**config.mk**
```make
export PLATFORM = sky130hd
export DESIGN_NAME = i2c_eeprom_byte_access_master_top
export DESIGN_NICKNAME = d
export VERILOG_FILES = /design/src/rtl/eeb_pkg.sv /design/src/rtl/eeb_core.sv /design/src/rtl/eeb_outreg.sv /design/src/rtl/i2c_eeprom_byte_access_master_top.sv
export VERILOG_INCLUDE_DIRS = /design/src /design/src/rtl
export SDC_FILE = /design/constraint.sdc
export NUM_CORES = 1
export LEC_CHECK = 0
export BUFFER_PORTS_ARGS = -buffer_cell sky130_fd_sc_hd__clkbuf_2
export CORE_UTILIZATION = 30
export CTS_BUF_LIST = sky130_fd_sc_hd__clkbuf_16
export CTS_CLUSTER_DIAMETER = 60
export DETAILED_ROUTE_END_ITERATION = 7
export PLACE_DENSITY_LB_ADDON = 0.08
export SLEW_MARGIN = 25
export SYNTH_ARGS = -nofsm -noshare
export SYNTH_HDL_FRONTEND = slang
export SYNTH_HIERARCHICAL = 1
export SYNTH_SLANG_ARGS = --single-unit
export TNS_END_PERCENT = 50
```
**constraint.sdc**
```tcl
create_clock -name clk -period 5.79 [get_ports clk]
set_input_delay 0.8685 -clock clk [delete_from_list [all_inputs] [get_ports clk]]
set_output_delay 0.8685 -clock clk [all_outputs]
set_load 0.03 [all_outputs]
```
**src/rtl/i2c_eeprom_byte_access_master_top_macros.svh**
```systemverilog
// Assertion macros used by the serial EEPROM master sequencer
`ifndef I2C_EEPROM_BYTE_ACCESS_MASTER_TOP_MACROS_SVH
`define I2C_EEPROM_BYTE_ACCESS_MASTER_TOP_MACROS_SVH

// Same-cycle implication, checked on every clock edge outside reset
`define EEB_ASSERT_SAME(label, ante, cons, msg) \
  label: assert property (@(posedge clk) disable iff (rst) (ante) |-> (cons)) \
    else $error(msg);

// Next-cycle implication, checked on every clock edge outside reset
`define EEB_ASSERT_NEXT(label, ante, cons, msg) \
  label: assert property (@(posedge clk) disable iff (rst) (ante) |=> (cons)) \
    else $error(msg);

`endif

```
**src/rtl/eeb_pkg.sv**
```systemverilog
// Shared types and codes for the serial EEPROM byte-access master
`timescale 1ns / 1ps

package eeb_pkg;

  // Request codes
  localparam logic [1:0] REQ_TICK  = 2'd0;
  localparam logic [1:0] REQ_WRITE = 2'd1;
  localparam logic [1:0] REQ_READ  = 2'd2;

  // Configuration register indexes
  localparam logic [1:0] CFG_DEVICE_SELECT   = 2'd0;
  localparam logic [1:0] CFG_ACK_WAIT_LIMIT  = 2'd1;
  localparam logic [1:0] CFG_POST_WRITE_WAIT = 2'd2;

  // Reset values of the configuration registers
  localparam logic [6:0]  DEVICE_SELECT_RST   = 7'd80;
  localparam logic [7:0]  ACK_WAIT_LIMIT_RST  = 8'd250;
  localparam logic [15:0] POST_WRITE_WAIT_RST = 16'd110;

  // Bus sequencer phases, one-hot
  typedef enum logic [21:0] {
    P_IDLE      = 22'h000001,
    P_START1    = 22'h000002,
    P_START2    = 22'h000004,
    P_START3    = 22'h000008,
    P_BIT_LOW   = 22'h000010,
    P_BIT_DATA  = 22'h000020,
    P_BIT_HIGH  = 22'h000040,
    P_END_LOW   = 22'h000080,
    P_RELEASE   = 22'h000100,
    P_ACK_HIGH  = 22'h000200,
    P_ACK_POLL  = 22'h000400,
    P_ACK_LOW   = 22'h000800,
    P_RD_LOW    = 22'h001000,
    P_RD_REL    = 22'h002000,
    P_RD_HIGH   = 22'h004000,
    P_RD_SAMPLE = 22'h008000,
    P_NACK_HIGH = 22'h010000,
    P_NACK_LOW  = 22'h020000,
    P_STOP1     = 22'h040000,
    P_STOP2     = 22'h080000,
    P_STOP3     = 22'h100000,
    P_WAIT      = 22'h200000
  } phase_t;

  // Which byte of the sequence is on the bus
  typedef enum logic [1:0] {
    BS_SELECT  = 2'd0,
    BS_ADDRESS = 2'd1,
    BS_DATA    = 2'd2
  } byte_stage_t;

  // One result per tick
  typedef struct packed {
    logic       scl_level;
    logic       sda_level;
    logic       busy_res;
    logic       done_res;
    logic [7:0] read_data;
    logic       ack_missing;
  } res_t;

endpackage

```
**src/rtl/eeb_core.sv**
```systemverilog
// Bus sequencer: one half-bit line action per accepted tick
`timescale 1ns / 1ps
`include "i2c_eeprom_byte_access_master_top_macros.svh"

module eeb_core
  import eeb_pkg::*;
(
  input  logic        clk,
  input  logic        rst,
  input  logic        accept,
  input  logic [1:0]  req_type,
  input  logic [7:0]  mem_address,
  input  logic [7:0]  write_data,
  input  logic        sda_in,
  input  logic [6:0]  device_select,
  input  logic [7:0]  ack_wait_limit,
  input  logic [15:0] post_write_wait,
  output res_t        result
);

  phase_t      phase, phase_next;
  byte_stage_t byte_stage, byte_stage_next;
  logic        access_is_read, access_is_read_next;
  logic [7:0]  address_hold, address_hold_next;
  logic [7:0]  data_hold, data_hold_next;
  logic [7:0]  shift_bits, shift_bits_next;
  logic [3:0]  bit_count, bit_count_next;
  logic [7:0]  ack_wait_count, ack_wait_count_next;
  logic [15:0] write_wait_count, write_wait_count_next;
  logic        ack_fail_flag, ack_fail_flag_next;
  logic        scl_drive, scl_drive_next;
  logic        sda_drive, sda_drive_next;

  logic [3:0]  bit_count_inc;
  logic [15:0] wait_dec;
  logic        done;
  logic [7:0]  rd_byte;
  logic        miss;

  assign bit_count_inc = bit_count + 4'd1;
  assign wait_dec = (write_wait_count != 16'd0) ? write_wait_count - 16'd1 : write_wait_count;

  // Work out this tick's line action and the next sequencer state
  always_comb begin
    phase_next            = phase;
    byte_stage_next       = byte_stage;
    access_is_read_next   = access_is_read;
    address_hold_next     = address_hold;
    data_hold_next        = data_hold;
    shift_bits_next       = shift_bits;
    bit_count_next        = bit_count;
    ack_wait_count_next   = ack_wait_count;
    write_wait_count_next = write_wait_count;
    ack_fail_flag_next    = ack_fail_flag;
    scl_drive_next        = scl_drive;
    sda_drive_next        = sda_drive;
    done                  = 1'b0;
    rd_byte               = 8'd0;
    miss                  = 1'b0;

    unique case (phase)
      P_IDLE: begin
        if (req_type == REQ_WRITE || req_type == REQ_READ) begin
          access_is_read_next = (req_type == REQ_READ);
          address_hold_next   = mem_address;
          data_hold_next      = write_data;
          ack_fail_flag_next  = 1'b0;
          byte_stage_next     = BS_SELECT;
          sda_drive_next      = 1'b1;
          phase_next          = P_START2;
        end
      end
      P_START1: begin
        sda_drive_next = 1'b1;
        phase_next     = P_START2;
      end
      P_START2: begin
        scl_drive_next = 1'b1;
        phase_next     = P_START3;
      end
      P_START3: begin
        // Start condition, then load the select byte with its rw bit
        sda_drive_next  = 1'b0;
        shift_bits_next = {device_select, (byte_stage == BS_DATA)};
        bit_count_next  = 4'd0;
        phase_next      = P_BIT_LOW;
      end
      P_BIT_LOW: begin
        scl_drive_next = 1'b0;
        phase_next     = P_BIT_DATA;
      end
      P_BIT_DATA: begin
        sda_drive_next  = shift_bits[7];
        shift_bits_next = {shift_bits[6:0], 1'b0};
        phase_next      = P_BIT_HIGH;
      end
      P_BIT_HIGH: begin
        scl_drive_next = 1'b1;
        bit_count_next = bit_count_inc;
        phase_next     = (bit_count_inc >= 4'd8) ? P_END_LOW : P_BIT_LOW;
      end
      P_END_LOW: begin
        scl_drive_next = 1'b0;
        phase_next     = P_RELEASE;
      end
      P_RELEASE: begin
        sda_drive_next      = 1'b1;
        ack_wait_count_next = 8'd0;
        phase_next          = P_ACK_HIGH;
      end
      P_ACK_HIGH: begin
        scl_drive_next = 1'b1;
        phase_next     = P_ACK_POLL;
      end
      P_ACK_POLL: begin
        // Poll for the acknowledge; flag it and move on at the limit
        if (!sda_in) begin
          phase_next = P_ACK_LOW;
        end else if (ack_wait_count >= ack_wait_limit) begin
          ack_fail_flag_next = 1'b1;
          phase_next         = P_ACK_LOW;
        end else begin
          ack_wait_count_next = ack_wait_count + 8'd1;
        end
      end
      P_ACK_LOW: begin
        scl_drive_next = 1'b0;
        case (byte_stage)
          BS_SELECT: begin
            byte_stage_next = BS_ADDRESS;
            shift_bits_next = address_hold;
            bit_count_next  = 4'd0;
            phase_next      = P_BIT_LOW;
          end
          BS_ADDRESS: begin
            byte_stage_next = BS_DATA;
            if (access_is_read) begin
              phase_next = P_START1;
            end else begin
              shift_bits_next = data_hold;
              bit_count_next  = 4'd0;
              phase_next      = P_BIT_LOW;
            end
          end
          default: begin
            phase_next = access_is_read ? P_RD_LOW : P_STOP1;
          end
        endcase
      end
      P_RD_LOW: begin
        scl_drive_next  = 1'b0;
        bit_count_next  = 4'd0;
        shift_bits_next = 8'd0;
        phase_next      = P_RD_REL;
      end
      P_RD_REL: begin
        sda_drive_next = 1'b1;
        phase_next     = P_RD_HIGH;
      end
      P_RD_HIGH: begin
        scl_drive_next = 1'b1;
        phase_next     = P_RD_SAMPLE;
      end
      P_RD_SAMPLE: begin
        shift_bits_next = {shift_bits[6:0], sda_in};
        scl_drive_next  = 1'b0;
        bit_count_next  = bit_count_inc;
        phase_next      = (bit_count_inc >= 4'd8) ? P_NACK_HIGH : P_RD_HIGH;
      end
      P_NACK_HIGH: begin
        sda_drive_next = 1'b1;
        scl_drive_next = 1'b1;
        phase_next     = P_NACK_LOW;
      end
      P_NACK_LOW: begin
        scl_drive_next = 1'b0;
        phase_next     = P_STOP1;
      end
      P_STOP1: begin
        sda_drive_next = 1'b0;
        phase_next     = P_STOP2;
      end
      P_STOP2: begin
        scl_drive_next = 1'b1;
        phase_next     = P_STOP3;
      end
      P_STOP3: begin
        // Stop condition completes the sequence
        sda_drive_next = 1'b1;
        done           = 1'b1;
        miss           = ack_fail_flag;
        if (access_is_read) begin
          data_hold_next = shift_bits;
          rd_byte        = shift_bits;
          phase_next     = P_IDLE;
        end else begin
          write_wait_count_next = post_write_wait;
          phase_next = (post_write_wait != 16'd0) ? P_WAIT : P_IDLE;
        end
      end
      P_WAIT: begin
        write_wait_count_next = wait_dec;
        if (wait_dec == 16'd0) begin
          phase_next = P_IDLE;
        end
      end
      default: begin
        phase_next = P_IDLE;
      end
    endcase
  end

  // Advance the sequencer on each accepted tick
  always_ff @(posedge clk) begin
    if (rst) begin
      phase            <= P_IDLE;
      byte_stage       <= BS_SELECT;
      access_is_read   <= 1'b0;
      address_hold     <= 8'd0;
      data_hold        <= 8'd0;
      shift_bits       <= 8'd0;
      bit_count        <= 4'd0;
      ack_wait_count   <= 8'd0;
      write_wait_count <= 16'd0;
      ack_fail_flag    <= 1'b0;
      scl_drive        <= 1'b1;
      sda_drive        <= 1'b1;
    end else if (accept) begin
      phase            <= phase_next;
      byte_stage       <= byte_stage_next;
      access_is_read   <= access_is_read_next;
      address_hold     <= address_hold_next;
      data_hold        <= data_hold_next;
      shift_bits       <= shift_bits_next;
      bit_count        <= bit_count_next;
      ack_wait_count   <= ack_wait_count_next;
      write_wait_count <= write_wait_count_next;
      ack_fail_flag    <= ack_fail_flag_next;
      scl_drive        <= scl_drive_next;
      sda_drive        <= sda_drive_next;
    end
  end

  // Drive the result of this tick from the post-action state
  always_comb begin
    result.scl_level   = scl_drive_next;
    result.sda_level   = sda_drive_next;
    result.busy_res    = (phase_next != P_IDLE);
    result.done_res    = done;
    result.read_data   = rd_byte;
    result.ack_missing = miss;
  end

  `EEB_ASSERT_NEXT(a_phase_hold, !accept, $stable(phase), "phase moved without a tick")
  `EEB_ASSERT_SAME(a_miss_done, result.ack_missing, result.done_res, "ack flag off a done tick")
  `EEB_ASSERT_NEXT(a_wait_end, accept && phase == P_WAIT && write_wait_count == 16'd1,
                   phase == P_IDLE, "write wait did not end")

endmodule

```
**src/rtl/eeb_outreg.sv**
```systemverilog
// Result register that holds a request until the receiver takes it
`timescale 1ns / 1ps

module eeb_outreg
  import eeb_pkg::*;
(
  input  logic clk,
  input  logic rst,
  input  logic load_valid,
  output logic load_stall,
  input  res_t load_res,
  output logic out_valid,
  input  logic out_stall,
  output res_t out_res
);

  // Take a new result whenever the slot is empty or drains this cycle
  assign load_stall = out_valid && out_stall;

  // Track occupancy of the slot
  always_ff @(posedge clk) begin
    if (rst) begin
      out_valid <= 1'b0;
    end else if (load_valid && !load_stall) begin
      out_valid <= 1'b1;
    end else if (!out_stall) begin
      out_valid <= 1'b0;
    end
  end

  // Capture the payload on load
  always_ff @(posedge clk) begin
    if (load_valid && !load_stall) begin
      out_res <= load_res;
    end
  end

endmodule

```
**src/rtl/i2c_eeprom_byte_access_master_top.sv**
```systemverilog
// Serial EEPROM byte-access master: configuration registers, sequencer and result register
//
// Each accepted input request is one bit-timing tick: the sequencer performs one SCL/SDA
// action and one result request comes out, registered, from the output register.
// A new tick is taken every clock cycle as long as the output register is empty or being
// drained; the rate is set by the single next-state step of the sequencer. A byte write
// or random read starts only on a tick that arrives while the block is idle, and a missing
// acknowledge is reported with done but does not abort the sequence. Write configuration
// registers only while the block is idle.
`timescale 1ns / 1ps

module i2c_eeprom_byte_access_master_top
  import eeb_pkg::*;
(
  input  logic        clk,
  input  logic        rst,
  // Configuration write port
  input  logic        cfg_we,
  input  logic [1:0]  cfg_index,
  input  logic [15:0] cfg_data,
  // Tick requests
  input  logic        in_valid,
  output logic        in_stall,
  input  logic [1:0]  req_type,
  input  logic [7:0]  mem_address,
  input  logic [7:0]  write_data,
  input  logic        sda_in,
  // Results
  output logic        out_valid,
  input  logic        out_stall,
  output logic        scl_level,
  output logic        sda_level,
  output logic        busy_res,
  output logic        done_res,
  output logic [7:0]  read_data,
  output logic        ack_missing
);

  logic [6:0]  device_select;
  logic [7:0]  ack_wait_limit;
  logic [15:0] post_write_wait;
  logic        accept;
  res_t        core_res;
  res_t        out_res;

  // Write configuration registers; unknown indexes are dropped
  always_ff @(posedge clk) begin
    if (rst) begin
      device_select   <= DEVICE_SELECT_RST;
      ack_wait_limit  <= ACK_WAIT_LIMIT_RST;
      post_write_wait <= POST_WRITE_WAIT_RST;
    end else if (cfg_we) begin
      unique case (cfg_index)
        CFG_DEVICE_SELECT:   device_select   <= cfg_data[6:0];
        CFG_ACK_WAIT_LIMIT:  ack_wait_limit  <= cfg_data[7:0];
        CFG_POST_WRITE_WAIT: post_write_wait <= cfg_data;
        default: ;
      endcase
    end
  end

  assign accept = in_valid && !in_stall;

  eeb_core u_core (
    .clk             (clk),
    .rst             (rst),
    .accept          (accept),
    .req_type        (req_type),
    .mem_address     (mem_address),
    .write_data      (write_data),
    .sda_in          (sda_in),
    .device_select   (device_select),
    .ack_wait_limit  (ack_wait_limit),
    .post_write_wait (post_write_wait),
    .result          (core_res)
  );

  eeb_outreg u_outreg (
    .clk        (clk),
    .rst        (rst),
    .load_valid (in_valid),
    .load_stall (in_stall),
    .load_res   (core_res),
    .out_valid  (out_valid),
    .out_stall  (out_stall),
    .out_res    (out_res)
  );

  // Split the result onto its ports
  assign scl_level   = out_res.scl_level;
  assign sda_level   = out_res.sda_level;
  assign busy_res    = out_res.busy_res;
  assign done_res    = out_res.done_res;
  assign read_data   = out_res.read_data;
  assign ack_missing = out_res.ack_missing;

endmodule
```
==> results by group, run 1 <==
Timing
  • Slew @ Worst Pin: 1.02 ns
  • Setup_tns: 0 ns
  • RSZ-0062 raised after global routing: no
  • Final Setup Violations: 0
  • Top achievable clock speed: 0.275 GHz
  • Final worst path period need: 3.63 ns
  • Max-slew violations: 0
  • Relative slew slack: 0.317
  • Final count of hold timing violations: 0
  • Period utilisation layout: 0.628
  • Worst clock skew on the final layout: 0.00929 ns

Flow run
  • Number of violations of the max-capacitance limit: 0

Clock network
  • Clk sink count: 125
  • # hold bufs at CTS: 0
  • Insertion delay to the later sink of the worst-skew pair: 0.42 ns
  • Number of buffers created by CTS: 17
  • Clock edge transition at the registers on the reported setup and hold paths: 0.06 ns
  • CTS tree: yes
  • Post-CTS setup repair buffer count: 0
  • Resize count post-CTS: 0
  • Maximum buffer depth of the clock tree: 2
  • Root buffer selected by CTS: sky130_fd_sc_hd__clkbuf_16
  • H-Tree Depth: 4

Power and ir drop
  • Power per standard cell area: 264 nW/um2
  • Peak VDD IR: 172 uV
  • Static power due to leakage: 3.13 nW

Synthesis
  • Sequential share of the synthesized area: 0.351
  • Library cells used by synthesis: 84
  • Cell accounting for the most synthesized area: sky130_fd_sc_hd__dfxtp_1
  • Post-synth net total: 961
  • Post-Synthesis Cells: 907
  • Commonest cells in the synthesized netlist: 112 x sky130_fd_sc_hd__dfxtp_1, 112 x sky130_fd_sc_hd__nor2_1, 75 x sky130_fd_sc_hd__nand2_1, 69 x sky130_fd_sc_hd__a21oi_1, 44 x sky130_fd_sc_hd__nand2b_1
  • Synth top area share: 0.299
  • Number of synthesized flops with an enable pin: 13
  • Async set-or-reset flop fraction in the synthesized netlist: 0
  • Yosys warning total: 6
  • Synthesis-stage register bit count: 125
  • Average instance area after synthesis: 8.27 um2
  • Synthesized cell area: 7500 um2
  • Top FF cell, synth: sky130_fd_sc_hd__dfxtp_1
  • Biggest area contributors in the synthesized netlist: sky130_fd_sc_hd__dfxtp_1 30%, sky130_fd_sc_hd__mux2i_1 5.7%, sky130_fd_sc_hd__nor2_1 5.6%

Global routing
  • Maximum number of pins on one net before global-route repair: 76
  • Vias in the first global route: 6494
  • First-pass GRT wire length: 36900 um
  • Initial antenna violation count: 0
  • Tot GR Track Use: 0.182
  • Remaining Overflow, GRT: 0

Routing
  • Number of iterations in the first detailed-routing pass: 5
  • Iter 0 DRT Violations: 451
  • Remaining number of nets flagged by the antenna check after routing: 0
  • Routed WL: 23000 um
  • Post-DR vias/cell: 5.39
  • Number of vias after detailed routing: 6794
  • Wire length per cell after detailed routing: 18.3 um
  • DRC: 0

Floorplanning
  • Area of the die: 25600 um2
  • Placement row count: 57
  • I/O pins: 57
  • Chip width: 160 um
  • Floorplan Core Area: 24400 um2
  • Die height: 160 um
  • Initial Utilization: 0.308

Hold path
  • Hold/Removal Path Class: reg -> reg

Critical path
  • Slack of the worst reg-to-reg path: 2.16 ns
  • Number of buffers and inverters on the critical path: 0
  • Arrival @ worst endpoint: 3.95 ns
  • Element type at the critical path start: flip-flop
  • Delay of the slowest cell on the worst path: 0.81 ns
  • Crit path max-delay family: simple AND/OR/NAND/NOR gates
  • Worst setup path category: reg -> reg
  • Kind of end point of the critical path: flip-flop
  • Cell chain of the critical path: nor4_4 > nand4_4 > nor4_4 > and2b_1 > o21a_1 > a21oi_1 > a211oi_1
  • Slowest CP cell: sky130_fd_sc_hd__nor4_4
  • Worst-path fanout max: 21
  • Top cell by count, worst path: sky130_fd_sc_hd__nor4_4
  • Required arrival time at the worst endpoint: 6.11 ns

Finish
  • Area used by sequential logic in the layout: 2630 um2
  • Fillers: 2572
  • Filler-free cell count of the finished design: 1260
  • Area taken by multi-input logic gates: 4460 um2
  • Number of inserted diodes: 0
  • Area Overhead vs Synth: 13.4%
  • Number of nets in the finished design: 977
  • Layout cells sized above 1: 0.146

Run status
  • Result of the run: completed

Placed design
  • Port Buffer Count: 56
  • Placed instance count: 1228
  • Final GP Congestion: 0.869
  • Detailed placer's ending HPWL: 16500 um
## flip-flops by register name (all words and copies together), names as in the netlist
| register | cells |
|---|---|
| u_core/access_is_read | 1 |
| u_core/phase | 22 |
| u_core/shift_bits | 8 |
| u_outreg/out_valid | 1 |
| u_core/ack_wait_count | 8 |
| u_core/sda_drive | 1 |
| u_core/data_hold | 8 |
| u_core/write_wait_count | 16 |
| post_write_wait | 16 |
| u_core/byte_stage | 2 |
| u_core/ack_fail_flag | 1 |
| u_outreg/out_res | 13 |
| u_core/bit_count | 4 |
| u_core/address_hold | 8 |
| u_core/scl_drive | 1 |
| device_select | 7 |
| ack_wait_limit | 8 |
## layout by cell type (no fill, tap or decap), types with 4 or more instances in the layout
cell type | Yosys | layout
sky130_fd_sc_hd__dfxtp_1 | 112 | 112
sky130_fd_sc_hd__buf_4 | 7 | 10
sky130_fd_sc_hd__nor3b_1 | 5 | 5
sky130_fd_sc_hd__a41oi_1 | 4 | 4
sky130_fd_sc_hd__a21o_1 | 6 | 6
sky130_fd_sc_hd__o211ai_1 | 6 | 6
sky130_fd_sc_hd__a31oi_1 | 5 | 5
sky130_fd_sc_hd__ha_1 | 12 | 12
sky130_fd_sc_hd__inv_1 | 21 | 25
sky130_fd_sc_hd__and3_1 | 15 | 15
sky130_fd_sc_hd__or3_1 | 9 | 9
sky130_fd_sc_hd__or4_1 | 7 | 7
sky130_fd_sc_hd__nand3_1 | 23 | 23
sky130_fd_sc_hd__clkbuf_2 | 0 | 55
sky130_fd_sc_hd__o21ai_0 | 26 | 26
sky130_fd_sc_hd__edfxtp_1 | 13 | 13
sky130_fd_sc_hd__or2_2 | 4 | 4
sky130_fd_sc_hd__o21ai_1 | 8 | 7
sky130_fd_sc_hd__o2111ai_1 | 4 | 4
sky130_fd_sc_hd__nor4_4 | 4 | 5
sky130_fd_sc_hd__nand4b_1 | 4 | 4
sky130_fd_sc_hd__a221oi_1 | 9 | 9
sky130_fd_sc_hd__o31ai_1 | 4 | 4
sky130_fd_sc_hd__nand2b_1 | 44 | 44
sky130_fd_sc_hd__nor2_1 | 112 | 111
sky130_fd_sc_hd__nor3_1 | 23 | 23
sky130_fd_sc_hd__nand4_1 | 27 | 27
sky130_fd_sc_hd__mux2i_1 | 43 | 43
sky130_fd_sc_hd__a211oi_1 | 29 | 29
sky130_fd_sc_hd__nor2b_1 | 5 | 4
sky130_fd_sc_hd__nand2_1 | 75 | 75
sky130_fd_sc_hd__nor4_1 | 20 | 19
sky130_fd_sc_hd__nor4b_1 | 12 | 12
sky130_fd_sc_hd__xor2_1 | 6 | 6
sky130_fd_sc_hd__a21oi_1 | 69 | 69
sky130_fd_sc_hd__and2_1 | 6 | 6
sky130_fd_sc_hd__clkbuf_16 | 0 | 17
## layer usage
layer,vias up,track usage,routed length (um)
met4,0,0.0519,344
met1,3229,0.254,11400
met5,-,0,0
met2,177,0.287,10400
li1,3365,-,-
met3,23,0.0325,846
## where the power goes
part,leakage [nW],internal [mW],switching (mW),total (mW)
sequential,1.04,0.899,0.0210,0.920
combinational,1.79,0.0865,0.158,0.244
clock,0.301,0.670,0.412,1.08
## worst register-to-register path, cell delays in order, from the launching register on
cell and delay, ns:
sky130_fd_sc_hd__dfxtp_1 0.39, sky130_fd_sc_hd__nor4_4 0.78, sky130_fd_sc_hd__nand4_4 0.25, sky130_fd_sc_hd__nor4_4 0.81, sky130_fd_sc_hd__and2b_1 0.26, sky130_fd_sc_hd__o21a_1 0.62, sky130_fd_sc_hd__a21oi_1 0.15, sky130_fd_sc_hd__a211oi_1 0.26
## cells by family (layout without fill, tap and decap cells)
family,Yosys count,in the layout,synth area share
AO/OA/AOI/OAI,201,201,0.178
XOR/XNOR,9,9,0.0105
adder cells (fa/ha/maj),12,12,0.0200
buffers and inverters,89,118,0.0579
flip-flops,125,125,0.351
multiplexers,43,43,0.0574
AND/OR/NAND/NOR,428,428,0.325
## cell type report
cell class | count | share of cell area
tap | 324 | 0.0476
clock buffer | 17 | 0.0500
timing repair buffer | 65 | 0.0412
multi-input combinational | 693 | 0.524
inverter | 21 | 0.00926
sequential | 125 | 0.309
clock inverter | 15 | 0.0185
## through the flow
stage	util	hold WS (ns)	setup slack, ns	total power [mW]	cell area [um2]
finish	0.349	0.456	2.16	2.25	8510
global route	0.349	0.491	1.85	2.35	8510
CTS	0.348	0.463	1.95	2.28	8500
floorplan	-	0.429	3.24	1.11	7500
detailed placement	0.325	0.454	1.98	1.18	7920
global placement	0.324	0.446	2.04	1.19	7910
## worst paths after layout
check / from / endpoint / cells past startpoint
setup reg to reg: u_core/phase[0] / u_core/write_wait_count[5] / 7
hold reg to reg: u_core/address_hold[5] / u_core/address_hold[5] / 2
setup / recovery: u_core/phase[0] / u_core/write_wait_count[5] / 7
hold / removal: u_core/address_hold[5] / u_core/address_hold[5] / 2
(Power assumes the default switching activity.)
==> run 2: changes to the inputs <==
- clock period: 5.79 -> 3.3 ns (I/O delays scaled with it)
==> results by group, run 2 (synthesis results as in run 1) <==
Critical path
  • Number of buffers and inverters on the critical path: 2 (+2)
  • Crit path max-delay family: simple AND/OR/NAND/NOR gates
  • Worst-path fanout max: 9 (-57%)
  • Kind of end point of the critical path: flip-flop
  • Worst setup path category: reg -> reg
  • Top cell by count, worst path: sky130_fd_sc_hd__nor4_1
  • Element type at the critical path start: flip-flop
  • Cell chain of the critical path: inv_1 > ha_1 > or3b_2 > nor4_1 > a21oi_1 > a221o_1 > nor4_1 > buf_4 > o21ai_0 > and2_1
  • Arrival @ worst endpoint: 3.16 ns (-0.79 ns)
  • Delay of the slowest cell on the worst path: 0.51 ns (-0.30 ns)
  • Required arrival time at the worst endpoint: 3.48 ns (-2.63 ns)
  • Slowest CP cell: sky130_fd_sc_hd__or3b_2

Finish
  • Area of all placed cells without fillers: 8740 um2 (+2.7%)
  • Largest register by flop count: u_core/phase
  • Layout cells sized above 1: 0.176 (+0.0300)
  • Filler-free cell count of the finished design: 1288 (+2.2%)
  • Area Overhead vs Synth: 16.5%
  • Number of inserted diodes: 0 (unchanged)
  • Number of nets in the finished design: 1005 (+2.9%)
  • Leading registers by flop count: u_core/phase x22, post_write_wait x16, u_core/write_wait_count x16
  • Fin util: 0.358 (+0.00949)
  • Max FFs per register: 22 (unchanged)
  • Most frequent cells in the layout: 112 x sky130_fd_sc_hd__nor2_1, 112 x sky130_fd_sc_hd__dfxtp_1, 75 x sky130_fd_sc_hd__nand2_1

Clock network
  • Clock edge transition at the registers on the reported setup and hold paths: 0.07 ns (about the same)
  • Number of buffers created by CTS: 17 (unchanged)
  • # hold bufs at CTS: 0 (unchanged)
  • Resize count post-CTS: 0 (unchanged)
  • Clk sink count: 125 (unchanged)
  • Insertion delay to the later sink of the worst-skew pair: 0.43 ns (about the same)
  • Maximum buffer depth of the clock tree: 2 (unchanged)
  • Post-CTS setup repair buffer count: 0 (unchanged)
  • H-Tree Depth: 4 (unchanged)
  • CTS tree: yes
  • Root buffer selected by CTS: sky130_fd_sc_hd__clkbuf_16

Timing
  • RSZ-0062 raised after global routing: no
  • Relative slew slack: 0.335 (+0.0176)
  • Fin worst setup slack: 0.315 ns (-1.84 ns)
  • Worst clock skew on the final layout: 0.0142 ns (+0.00490 ns)
  • Setup_tns: 0 ns (unchanged)
  • Top achievable clock speed: 0.335 GHz (+22%)
  • Max-slew violations: 0 (unchanged)
  • Period utilisation layout: 0.904 (+0.277)
  • Worst hold slack after final layout: 0.294 ns (-0.163 ns)
  • Slew @ Worst Pin: 0.991 ns (-0.0285 ns)
  • Final count of hold timing violations: 0 (unchanged)
  • Final worst path period need: 2.98 ns (-0.649 ns)
  • Final Setup Violations: 0 (unchanged)

Hold path
  • Hold/Removal Path Class: in -> reg

Floorplanning
  • Initial Utilization: 0.308 (unchanged)
  • Area of the die: 25600 um2 (unchanged)
  • Chip width: 160 um (unchanged)
  • Die height: 160 um (unchanged)
  • Placement row count: 57 (unchanged)
  • I/O pins: 57 (unchanged)
  • Floorplan Core Area: 24400 um2 (unchanged)

Global routing
  • Maximum number of pins on one net before global-route repair: 90 (+18%)
  • Remaining Overflow, GRT: 0 (unchanged)
  • Tot GR Track Use: 0.185 (+0.00282)
  • Vias in the first global route: 6567 (+1.1%)
  • First-pass GRT wire length: 37300 um (+1.0%)
  • Initial antenna violation count: 0 (unchanged)

Routing
  • Routed WL: 23300 um (+1.3%)
  • Number of iterations in the first detailed-routing pass: 5 (unchanged)
  • Post-DR vias/cell: 5.35 (-0.83%)
  • Iter 0 DRT Violations: 460 (+2.0%)
  • Wire length per cell after detailed routing: 18.1 um (-0.89%)
  • DRC: 0 (unchanged)
  • Remaining number of nets flagged by the antenna check after routing: 0 (unchanged)
  • Number of vias after detailed routing: 6887 (+1.4%)

Power and ir drop
  • Peak VDD IR: 244 uV (+41%)
  • Static power due to leakage: 3.26 nW (+4.3%)
  • Pwr Total: 4.06 mW (+81%)
  • Power per standard cell area: 464 nW/um2 (+76%)

Placed design
  • Final GP Congestion: 0.883 (+1.7%)
  • Port Buffer Count: 56 (unchanged)
  • Worst setup slack after placement: 0.217 ns (-1.76 ns)
  • Dpl cell area: 8130 um2 (+2.7%)
  • Placed instance count: 1256 (+2.3%)
  • Detailed placer's ending HPWL: 16900 um (+2.5%)

Flow run
  • Number of violations of the max-capacitance limit: 0 (unchanged)

Run status
  • Result of the run: completed
run 2: changes by cell type in the layout (fill, tap and decap cells not counted), moves of 2 or more:
cell	delta
sky130_fd_sc_hd__inv_8	+7
sky130_fd_sc_hd__inv_4	-3
sky130_fd_sc_hd__inv_6	+3
sky130_fd_sc_hd__buf_4	+28
sky130_fd_sc_hd__inv_1	-4
sky130_fd_sc_hd__bufinv_16	-2
run 2: tightest hold or removal path, delay by kind of cell:
family          cells  cell delay [ns]
compound gates      1             0.05
simple gates        1             0.05
buf+inv             1             0.08
run 2: path summary, 6_finish.rpt:
kind                              startpoint                      to  slack, ns  cells past startpoint
setup / recovery  u_core/write_wait_count[0]    u_outreg/out_res[10]       0.32                     10
hold / removal                mem_address[3]  u_core/address_hold[3]       0.29                      3
setup reg to reg  u_core/write_wait_count[0]    u_outreg/out_res[10]       0.32                     10
hold reg to reg       u_core/address_hold[6]  u_core/address_hold[6]       0.46                      2
run 2: layout make-up:
type	instances	area, um2
fillers	2620	15700
clock buffers	18	450
flip-flops and latches	125	2630
well taps	324	405
multi-input cells	693	4450
clock inverters	14	160
repair buffers	93	561
inverters	21	78.8
run 2: power by group:
part	total, mW	internal, mW	leakage [nW]	switching [mW]
clock	1.98	1.13	0.301	0.855
sequential	1.61	1.58	1.04	0.0372
combinational	0.460	0.178	1.93	0.282
total	4.06	2.88	3.26	1.17
run 2: layer usage:
layer / vias to the layer above / part of all wire / routed length (um) / global-route usage
li1: 3431 / - / - / -
met1: 3272 / 0.49 / 11400 / 0.258
met2: 164 / 0.46 / 10800 / 0.295
met3: 20 / 0.036 / 833 / 0.0270
met4: 0 / 0.011 / 267 / 0.0515
met5: - / 0 / 0 / 0
==> run 3: changes to the inputs <==
- CORE_UTILIZATION: 30 -> 25
- PLACE_DENSITY: unset -> 0.47
- PLACE_DENSITY_LB_ADDON: 0.08 -> unset
==> results by group, run 3 (synthesis results as in run 1) <==
Clock network
  • Maximum buffer depth of the clock tree: 2 (unchanged)
  • Root buffer selected by CTS: sky130_fd_sc_hd__clkbuf_16
  • CTS tree: yes
  • # hold bufs at CTS: 0 (unchanged)
  • Insertion delay to the later sink of the worst-skew pair: 0.43 ns (about the same)
  • Number of buffers created by CTS: 17 (unchanged)
  • Clock edge transition at the registers on the reported setup and hold paths: 0.06 ns (about the same)
  • Clk sink count: 125 (unchanged)
  • H-Tree Depth: 4 (unchanged)

Routing
  • Number of vias after detailed routing: 6904 (+0.25%)
  • DRC: 0 (unchanged)
  • Post-DR vias/cell: 5.11 (-4.4%)
  • Routed WL: 22900 um (-1.6%)
  • Number of iterations in the first detailed-routing pass: 4 (-1)
  • Iter 0 DRT Violations: 504 (+9.6%)
  • Wire length per cell after detailed routing: 17.0 um (-6.1%)
  • Remaining number of nets flagged by the antenna check after routing: 0 (unchanged)

Timing
  • Slew @ Worst Pin: 1.02 ns (+0.0285 ns)
  • Setup_tns: 0 ns (unchanged)
  • Period utilisation layout: 0.886 (-0.0189)
  • Fin worst setup slack: 0.378 ns (+0.0623 ns)
  • Top achievable clock speed: 0.342 GHz (+2.1%)
  • Final count of hold timing violations: 0 (unchanged)
  • Worst clock skew on the final layout: 0.0133 ns (-0.000938 ns)
  • Relative slew slack: 0.316 (-0.0191)
  • Max-slew violations: 0 (unchanged)
  • Final worst path period need: 2.92 ns (-0.0623 ns)
  • RSZ-0062 raised after global routing: no
  • Final Setup Violations: 0 (unchanged)

Critical path
  • Kind of end point of the critical path: flip-flop
  • Required arrival time at the worst endpoint: 3.48 ns (about the same)
  • Arrival @ worst endpoint: 3.10 ns (-0.06 ns)
  • Cell depth of the worst flop-to-flop path: 10 (unchanged)
  • Worst-path fanout max: 9 (unchanged)
  • Element type at the critical path start: flip-flop
  • Worst setup path category: reg -> reg

Global routing
  • Initial antenna violation count: 0 (unchanged)
  • First-pass GRT wire length: 36600 um (-1.9%)
  • Tot GR Track Use: 0.153 (-0.0322)
  • Maximum number of pins on one net before global-route repair: 78 (-13%)
  • Remaining Overflow, GRT: 0 (unchanged)
  • Vias in the first global route: 6429 (-2.1%)

Finish
  • Number of inserted diodes: 0 (unchanged)
  • Area used by sequential logic in the layout: 2630 um2 (unchanged)
  • Max FFs per register: 22 (unchanged)
  • Area taken by multi-input logic gates: 4450 um2 (-0.17%)
  • Commonest non-fill, non-tap cell in the layout: sky130_fd_sc_hd__dfxtp_1
  • Largest register by flop count: u_core/phase
  • Number of nets in the finished design: 1001 (-0.40%)
  • Most frequent cells in the layout: 112 x sky130_fd_sc_hd__dfxtp_1, 111 x sky130_fd_sc_hd__nor2_1, 75 x sky130_fd_sc_hd__nand2_1
  • Fin util: 0.296 (-0.0622)
  • Leading registers by flop count: u_core/phase x22, post_write_wait x16, u_core/write_wait_count x16
  • Area Overhead vs Synth: 16.7%
  • Layout cells sized above 1: 0.172 (-0.00447)
  • Fillers: 3176 (+21%)

Power and ir drop
  • Internal power: 2.74 mW (-5.0%)
  • Peak VDD IR: 330 uV (+35%)
  • Sequential Power Share: 0.419 (+0.021)
  • Net Sw Power: 1.12 mW (-5.0%)
  • Power per standard cell area: 440 nW/um2 (-5.2%)
  • Static power due to leakage: 3.21 nW (-1.5%)
  • Net switching share of the total power: 0.290 (about the same)
  • Clock share of power: 0.462 (-0.027)
  • Combinational share of power: 0.119 (+0.006)

Floorplanning
  • Placement row count: 63 (+11%)
  • Initial Utilization: 0.254 (-0.0538)
  • Area of the die: 30700 um2 (+20%)
  • I/O pins: 57 (unchanged)
  • Die height: 175 um (+9.4%)
  • Chip width: 175 um (+9.4%)
  • Floorplan Core Area: 29600 um2 (+21%)

Hold path
  • Hold path cells: 3 (unchanged)
  • Hold/Removal Path Class: in -> reg

Run status
  • Result of the run: completed

Placed design
  • Worst setup slack after placement: 0.256 ns (+0.0394 ns)
  • Final GP Congestion: 0.936 (+5.9%)
  • Port Buffer Count: 56 (unchanged)
  • Detailed placer's ending HPWL: 17200 um (+1.9%)

Flow run
  • Number of violations of the max-capacitance limit: 0 (unchanged)
run 3: cell count changes in the layout (fill, tap and decap cells not counted), sizes merged:
cell | before | now
buf | 38 | 34
clkbuf | 73 | 72
bufinv | 1 | 0
inv | 32 | 30
clkinvlp | 1 | 2
clkinv | 1 | 4
run 3: layout make-up:
class	count	area share
clock buffer	17	0.0486
clock inverter	15	0.0149
inverter	21	0.00900
multi-input combinational	693	0.508
sequential	125	0.301
tap	390	0.0557
timing repair buffer	89	0.0634
run 3: critical path, stage by stage, from the launching register on:
cell and delay, ns:
sky130_fd_sc_hd__dfxtp_1 0.37, sky130_fd_sc_hd__inv_1 0.13, sky130_fd_sc_hd__ha_1 0.32, sky130_fd_sc_hd__or3b_2 0.50, sky130_fd_sc_hd__nor4_1 0.36, sky130_fd_sc_hd__a21oi_1 0.12, sky130_fd_sc_hd__a221o_1 0.27, sky130_fd_sc_hd__nor4_1 0.19
sky130_fd_sc_hd__buf_4 0.17, sky130_fd_sc_hd__o21ai_0 0.06, sky130_fd_sc_hd__and2_1 0.18
run 3: final timing paths:
path / from / endpoint / slack, ns
max: u_core/write_wait_count[0] / u_outreg/out_res[10] / 0.38
min: in_valid / u_outreg/out_valid / 0.31
max reg2reg: u_core/write_wait_count[0] / u_outreg/out_res[10] / 0.38
min reg2reg: u_core/address_hold[2] / u_core/address_hold[2] / 0.47
run 3: layer usage:
metal	share of wire	wire length (um)	up-vias	global-route usage
met5	0	0	-	0
met4	0.018	414	0	0.0583
met3	0.043	990	26	0.0265
met2	0.42	9520	189	0.213
met1	0.52	12000	3272	0.230
li1	-	-	3417	-
run 3: metrics by stage:
stage          cells  power (mW)  area (um2)  hold WS [ns]
6_report        1350        3.85        8760         0.308
5_1_grt         1350        4.02        8760         0.307
4_1_cts         1350        3.91        8750         0.297
3_5_place_dp    1318        2.10        8190         0.460
3_3_place_gp    1318        2.11        8190         0.446
2_1_floorplan    907        1.95        7500         0.429
run 3: power by group through the flow:
stage,Combinational [mW],Clock (mW),Sequential [mW]
2_1_floorplan,0.296,0,1.65
3_3_place_gp,0.459,0,1.65
3_5_place_dp,0.456,0,1.65
4_1_cts,0.459,1.83,1.61
5_1_grt,0.504,1.90,1.62
6_report,0.459,1.78,1.61
run 3: what timing repair did:
action / in CTS / in global routing
setup endpoints to repair: 0 / 3
endpoints found under the hold margin: 0 / 0
resized for setup: 0 / 1
setup buffers: 0 / 0
